<file path="src/rtl/aabbs_pkg.sv">
// ----------------------------------------------------------------------------
// aabbs_pkg
// Shared constants, codes and control structs for the body separation block.
// ----------------------------------------------------------------------------
package aabbs_pkg;

  localparam int MAX_BODIES = 16;
  localparam int IDX_W      = $clog2(MAX_BODIES);
  localparam int BOX_W      = 6 * 32;
  localparam int ACC_W      = 32 + IDX_W + 1;
  localparam int DIV_STEPS  = 32;
  localparam int DCNT_W     = $clog2(DIV_STEPS);

  // command codes
  localparam logic [1:0] CMD_ADD    = 2'd0;
  localparam logic [1:0] CMD_REMOVE = 2'd1;
  localparam logic [1:0] CMD_UPDATE = 2'd2;
  localparam logic [1:0] CMD_QUERY  = 2'd3;

  // status codes
  localparam logic [1:0] ST_DONE     = 2'd0;
  localparam logic [1:0] ST_FULL     = 2'd1;
  localparam logic [1:0] ST_NOTFOUND = 2'd2;

  // controller -> datapath
  typedef struct packed {
    logic in_load;    // latch accepted beat
    logic exec;       // run add/remove/update, settle status, clear sums
    logic rd_en;      // table read
    logic rd_me;      // read address is queried slot, else scan index
    logic lat_me;     // capture queried body
    logic lat_o;      // capture other body
    logic o_clr;
    logic o_inc;
    logic calc_depth;
    logic pick;
    logic mul;
    logic div_init;
    logic div_step;
    logic acc;
    logic out_load;
  } aabbs_cmd_t;

  // datapath -> controller
  typedef struct packed {
    logic [1:0] cmd;
    logic       id_found;
    logic       o_take;   // scan slot is valid and carries another id
    logic       o_last;
    logic       hit;      // strict overlap on all axes
  } aabbs_sts_t;

endpackage

</file>
<file path="src/rtl/aabbs_ctrl.sv">
// ----------------------------------------------------------------------------
// aabbs_ctrl
// Sequencer: command dispatch, slot scan, divide loop and result hand-off.
// ----------------------------------------------------------------------------
module aabbs_ctrl
  import aabbs_pkg::*;
(
  input  logic       clk_i,
  input  logic       rst_ni,
  input  logic       in_valid_i,
  output logic       in_ready_o,
  output logic       out_valid_o,
  input  logic       out_ready_i,
  input  aabbs_sts_t sts_i,
  output aabbs_cmd_t cmd_o
);

  localparam logic [3:0] S_IDLE   = 4'd0;
  localparam logic [3:0] S_EXEC   = 4'd1;
  localparam logic [3:0] S_ME     = 4'd2;
  localparam logic [3:0] S_SCAN   = 4'd3;
  localparam logic [3:0] S_OWAIT  = 4'd4;
  localparam logic [3:0] S_DEPTH  = 4'd5;
  localparam logic [3:0] S_PICK   = 4'd6;
  localparam logic [3:0] S_MUL    = 4'd7;
  localparam logic [3:0] S_DINIT  = 4'd8;
  localparam logic [3:0] S_DIV    = 4'd9;
  localparam logic [3:0] S_ACC    = 4'd10;
  localparam logic [3:0] S_RESULT = 4'd11;

  logic [3:0]        state_q, state_d;
  logic [DCNT_W-1:0] dcnt_q, dcnt_d;
  logic              oval_q, oval_d;

  assign in_ready_o  = (state_q == S_IDLE);
  assign out_valid_o = oval_q;

  always_comb begin
    state_d = state_q;
    dcnt_d  = dcnt_q;
    oval_d  = oval_q && !out_ready_i;
    cmd_o   = '0;
    unique case (state_q)
      S_IDLE: begin
        if (in_valid_i) begin
          cmd_o.in_load = 1'b1;
          state_d       = S_EXEC;
        end
      end
      S_EXEC: begin
        cmd_o.exec  = 1'b1;
        cmd_o.o_clr = 1'b1;
        if (sts_i.cmd == CMD_QUERY && sts_i.id_found) begin
          cmd_o.rd_en = 1'b1;
          cmd_o.rd_me = 1'b1;
          state_d     = S_ME;
        end else begin
          state_d = S_RESULT;
        end
      end
      S_ME: begin
        cmd_o.lat_me = 1'b1;
        state_d      = S_SCAN;
      end
      S_SCAN: begin
        if (sts_i.o_take) begin
          cmd_o.rd_en = 1'b1;
          state_d     = S_OWAIT;
        end else if (sts_i.o_last) begin
          state_d = S_RESULT;
        end else begin
          cmd_o.o_inc = 1'b1;
        end
      end
      S_OWAIT: begin
        cmd_o.lat_o = 1'b1;
        state_d     = S_DEPTH;
      end
      S_DEPTH: begin
        cmd_o.calc_depth = 1'b1;
        state_d          = S_PICK;
      end
      S_PICK: begin
        cmd_o.pick = 1'b1;
        if (sts_i.hit) begin
          state_d = S_MUL;
        end else if (sts_i.o_last) begin
          state_d = S_RESULT;
        end else begin
          cmd_o.o_inc = 1'b1;
          state_d     = S_SCAN;
        end
      end
      S_MUL: begin
        cmd_o.mul = 1'b1;
        state_d   = S_DINIT;
      end
      S_DINIT: begin
        cmd_o.div_init = 1'b1;
        dcnt_d         = '0;
        state_d        = S_DIV;
      end
      S_DIV: begin
        cmd_o.div_step = 1'b1;
        dcnt_d         = dcnt_q + 1'b1;
        if (dcnt_q == DCNT_W'(DIV_STEPS - 1)) begin
          state_d = S_ACC;
        end
      end
      S_ACC: begin
        cmd_o.acc = 1'b1;
        if (sts_i.o_last) begin
          state_d = S_RESULT;
        end else begin
          cmd_o.o_inc = 1'b1;
          state_d     = S_SCAN;
        end
      end
      S_RESULT: begin
        if (!oval_q || out_ready_i) begin
          cmd_o.out_load = 1'b1;
          oval_d         = 1'b1;
          state_d        = S_IDLE;
        end
      end
      default: state_d = S_IDLE;
    endcase
  end

  always_ff @(posedge clk_i or negedge rst_ni) begin
    if (!rst_ni) begin
      state_q <= S_IDLE;
      dcnt_q  <= '0;
      oval_q  <= 1'b0;
    end else begin
      state_q <= state_d;
      dcnt_q  <= dcnt_d;
      oval_q  <= oval_d;
    end
  end

endmodule

</file>
<file path="config.mk">
export PLATFORM = sky130hd
export DESIGN_NAME = aabbs_ctrl
export DESIGN_NICKNAME = d
export VERILOG_FILES = /design/src/rtl/aabbs_pkg.sv /design/src/rtl/aabbs_ctrl.sv
export SDC_FILE = /design/constraint.sdc
export NUM_CORES = 1
export LEC_CHECK = 0
export BUFFER_PORTS_ARGS = -buffer_cell sky130_fd_sc_hd__buf_4
export CAP_MARGIN = 25
export CORE_ASPECT_RATIO = 1.1
export CORE_MARGIN = 5
export CORE_UTILIZATION = 42
export CTS_CLUSTER_DIAMETER = 120
export DETAILED_ROUTE_END_ITERATION = 8
export GPL_ROUTABILITY_DRIVEN = 0
export HOLD_SLACK_MARGIN = 0.08
export PLACE_DENSITY_LB_ADDON = 0.1
export SETUP_SLACK_MARGIN = 0.02
export SLEW_MARGIN = 40
export SYNTH_ARGS = -nofsm -noshare
export SYNTH_HDL_FRONTEND = slang
export SYNTH_SLANG_ARGS = --single-unit
</file>
<file path="constraint.sdc">
create_clock -name clk_i -period 2.11 [get_ports clk_i]
set_clock_uncertainty 0.2 [all_clocks]
set_input_delay 0.211 -clock clk_i [delete_from_list [all_inputs] [get_ports clk_i]]
set_output_delay 0.211 -clock clk_i [all_outputs]
set_load 0.02 [all_outputs]
</file>
### Yosys cells after proc, flatten, opt, wreduce, memory -nomap -nowiden

Index checks and enable logic that the tools add are counted.

* logic and storage cells: 62
* output and inout bits: 17
* register bits: 10
* input port bits: 10

* eq/ne operators: 17
* reductions and logical operators: 8
* add/sub/neg operators: 1
* muxes and demuxes: 33

Operator list (count)
* $pmux W4 S12: 1
* $mux W4: 8
* $mux W1: 20
* $eq A4 B3 Y1 const B: 4
* $eq A4 B4 Y1 const B: 4
* $pmux W5 S2: 1
* $eq A4 B2 Y1 const B: 2
* $ne A2 B2 Y1 const B: 3
* $add A5 B1 Y5 const B: 1
* $eq A5 B5 Y1 const B: 1
* $eq A4 B1 Y1 const B: 1
* $logic_not A4 Y1: 1
* $reduce_and A4 Y1: 1
* $ne A3 B3 Y1 const B: 1
* $pmux W1 S3: 1
* $eq A2 B2 Y1 const B: 1
* $logic_and A1 B1 Y1: 2
* $logic_not A1 Y1: 2
* $mux W2: 1
* $pmux W1 S2: 1
* $reduce_bool A2 Y1: 1
* $logic_or A1 B1 Y1: 1

### Depth between registers and ports, before layout

* depth in word-level cells: 4
* depth in mapped cells: 7
* mapped depth without buffers: 7

### Worst setup path before layout

OpenSTA, ideal clock, no wires.

* path type: flip-flop to output port
* from: reg state_q[2]
* to: out cmd_o[14] (netlist name)
* required time: 1699 ps
* path buffers: 2
* cell stages (with the launch flop): 6
* setup slack: 40 ps
* arrival time: 1659 ps
* cell sequence: dfrtp_1 buf_6 or2_1 buf_6 nor3_1 and2_1

RTL lines
* from (decl): line aabbs_ctrl.sv:31 `logic [3:0] state_q, state_d;`
* from (signal assigned): line aabbs_ctrl.sv:136 `state_q <= state_d;`
* to (decl): line aabbs_ctrl.sv:15 `output aabbs_cmd_t cmd_o`

==> impl_metrics.csv <==
group,metric,value,unit
sta,grt_setup_unrepaired,"false",
detailed_routing,route.met2.wl,1073,um
sta,finalCriticalPeriod,2.013,ns
placement,placed_cell_area,972.2,sq um
clock_tree,clock-sinks,10,
detailed_routing,dr_total_vias,800,
detailed_routing,m1WireLength,875,um
critical_path,cp-start-kind,"register",
power,ir_drop,0.8069,mV
die,die_h,55.15,um
layout,antenna_cells,0,
power,p_per_area,1452,nW/um^2
hold_path,hold_path_end,"state_q[0]",
layout,syn2layout_area_growth,40.03,%
logic_synthesis,synth.top_cell.area_share,32.15,%
grt,grt-ovfl-total,0,
clock_tree,cts_root_buf,"clkbuf_4",
clock_tree,numCtsBuffers,3,
sta,fmax,496.8,MHz
logic_synthesis,synth-edff-count,0,
sta,holdWs,0.09632,ns
critical_path,crit_path_max_fanout,6,
logic_synthesis,syn_area_per_cell,8.192,sq um
grt,grt_pass1_vias,803,
sta,tns,0,ns
detailed_routing,drt_iter0_markers,13,
die,fp.dieW,51.04,um
grt,track_usage,16.22,%
detailed_routing,via_per_inst,5.405,
critical_path,reg2reg_depth,7,
logic_synthesis,synth.area.top_cells,"dfrtp_1 (32%), nor2_1 (4.8%), o21ai_0 (4.5%), nand2_1 (4.3%), ha_1 (3.2%)",
die,die_area,2815,sq um
die,start_util,43.68,%
placement,dpl.hpwl,1566,um
logic_synthesis,syn_area,778.2,sq um
layout,drive_gt1_share,36.15,%
detailed_routing,dr_wl_met3,125,um
logic_synthesis,async_flop_share,100.0,%
detailed_routing,postRouteAntennaNets,0,
clock_tree,tritoncts,"yes",
logic_synthesis,synth_nets,107,
sta,layout_setup_ws,0.09722,ns
placement,pre_cts_ws,0.06505,ns
sta,hold_violations,0,
detailed_routing,wl_per_cell,14.02,um
critical_path,path_class,"reg2out",
sta,period_share,95.39,%
clock_tree,ctsHtreeMaxLevel,1,
run_status,run_status,"completed",
logic_synthesis,syn-instance-count,95,
clock_tree,clk_pin_slew,0.07,ns
critical_path,rr_startpoint,"dcnt_q[1]",
hold_path,hold_depth,3,
clock_tree,clock_latency,0.26,ns
logic_synthesis,yosysTopAreaCell,"dfrtp_1",
detailed_routing,wirelength,2075,um
grt,antenna_found_initial,0,
logic_synthesis,ys_seq_area_share,32.15,%
layout,nets,143,
detailed_routing,post-route-drc-count,0,
logic_synthesis,yosys_warnings,0,
clock_tree,cts_buffer_depth,2,
detailed_routing,highest_layer,"met3",
hold_path,hold_start,"sts_i[2]",
grt,grt_pass1_wl,3470,um
critical_path,required,1.70,ns
die,fp-row-count,16,
hold_path,hold_class,"in2reg",
detailed_routing,dr.pass1.iters,4,
sta,slew_violations,0,
placement,portBuffers,26,
layout,fin_area,1090,sq um
critical_path,cp-end-kind,"output port",
logic_synthesis,ys_types,40,
job,drv_cap,0,
critical_path,reg2reg_to,"state_q[1]",
sta,slew_headroom,75.79,%
die,io_pins,27,
sta,worstMarginPinSlew,0.3615,ns
layout,fin_cells,148,
grt,grt_max_degree,12,
placement,placed_cells,135,
power,cellLeakagePower,0.5315,nW
die,coreArea,1782,sq um
logic_synthesis,synth_seq_cells,10,
critical_path,cp.arrival,1.60,ns
logic_synthesis,ys_dominant_reg_cell,"dfrtp_1",
sta,setup_viol,0,
critical_path,r2r_slack,0.12,ns
-- flip-flops by register name, indices dropped and copies added, names as in the netlist --
signal       count
dcnt_q           5
state_q          4
out_valid_o      1
-- cells in the final DEF (no fill, tap or decap), types with 2 or more instances in the layout --
cell type / n
and2_1: 2
dfrtp_2: 4
dfrtp_1: 6
a21oi_1: 2
buf_4: 35
or2_1: 4
nand2_1: 9
dlygate4sd3_1: 3
o21ai_0: 7
inv_1: 2
nor3_1: 5
nor2_1: 10
and3_1: 2
a22o_1: 2
nand3_1: 4
clkbuf_4: 3
ha_1: 2
nand2b_1: 3
and2b_1: 2
-- power by group --
group | leakage, nW | switching (W) | internal (W)
sequential | 0.123 | 0.000107 | 0.000273
combinational | 0.387 | 0.000557 | 0.000475
clock | 0.0210 | 0.0000659 | 0.000105
-- kinds of logic after synthesis --
logic type               synth area share [%]
AO/OA/AOI/OAI                           20.26
buffers and inverters                   7.878
AND/OR/NAND/NOR                         34.09
adder cells (fa/ha/maj)                 3.215
flip-flops                              32.15
XOR/XNOR                                1.126
multiplexers                            1.286
-- area by class of cell --
type | count | area (sq um)
Tap cell | 18 | 22.52
Clock buffer | 4 | 36.28
Sequential cell | 10 | 255.2
Multi-Input combinational cell | 75 | 470.5
Timing Repair Buffer | 39 | 297.8
Fill cell | 160 | 691.9
Inverter | 2 | 7.507
-- cells in the mapped netlist (2+ instances only) --
library cell  number
dfrtp_1           10
nor2_1            10
nand2_1            9
o21ai_0            7
nor3_1             5
buf_2              4
nand3_1            4
a21oi_1            3
nand2b_1           3
or2_1              3
a22o_1             2
and2_1             2
and2b_1            2
and3_1             2
buf_6              2
ha_1               2
inv_1              2
-- how the worst max path moves through the flow --
stage | end | cells past startpoint | start
after floorplan | cmd_o[14] | 5 | state_q[2]
after global placement | state_q[1] | 7 | dcnt_q[0]
after detailed placement | state_q[1] | 7 | dcnt_q[0]
after CTS | cmd_o[7] | 5 | state_q[3]
after global routing | cmd_o[7] | 5 | state_q[2]
final | cmd_o[7] | 5 | state_q[2]
-- worst max-delay path, stage by stage (launching register included) --
cell and delay (ns):
dfrtp_2 0.44, or2_1 0.25, or2_1 0.22, o2bb2ai_1 0.13, and3b_1 0.16, buf_4 0.14
-- per-layer routing --
layer	vias to the layer above	GRT usage [%]
met5	-	0
met4	0	5.381
met3	0	2.413
met2	29	31.55
met1	365	18.20
li1	406	-
-- through the flow --
step,total power (W),utilization [%]
floorplan,0.001046,-
global placement,0.001303,54.56
detailed placement,0.001311,54.56
CTS,0.001493,58.36
global route,0.001706,61.17
finish,0.001582,61.17
-- repair_timing --
action / 4_1_cts / 5_1_grt
gates resized for setup: 1 / 5
pin swaps: 0 / 1
endpoints found under the hold margin: 12 / 0
hold buffers: 3 / 0
setup buffers: 0 / 6
endpoints found under the setup margin: 1 / 6
No activity file was read; power rests on OpenSTA's default activity.
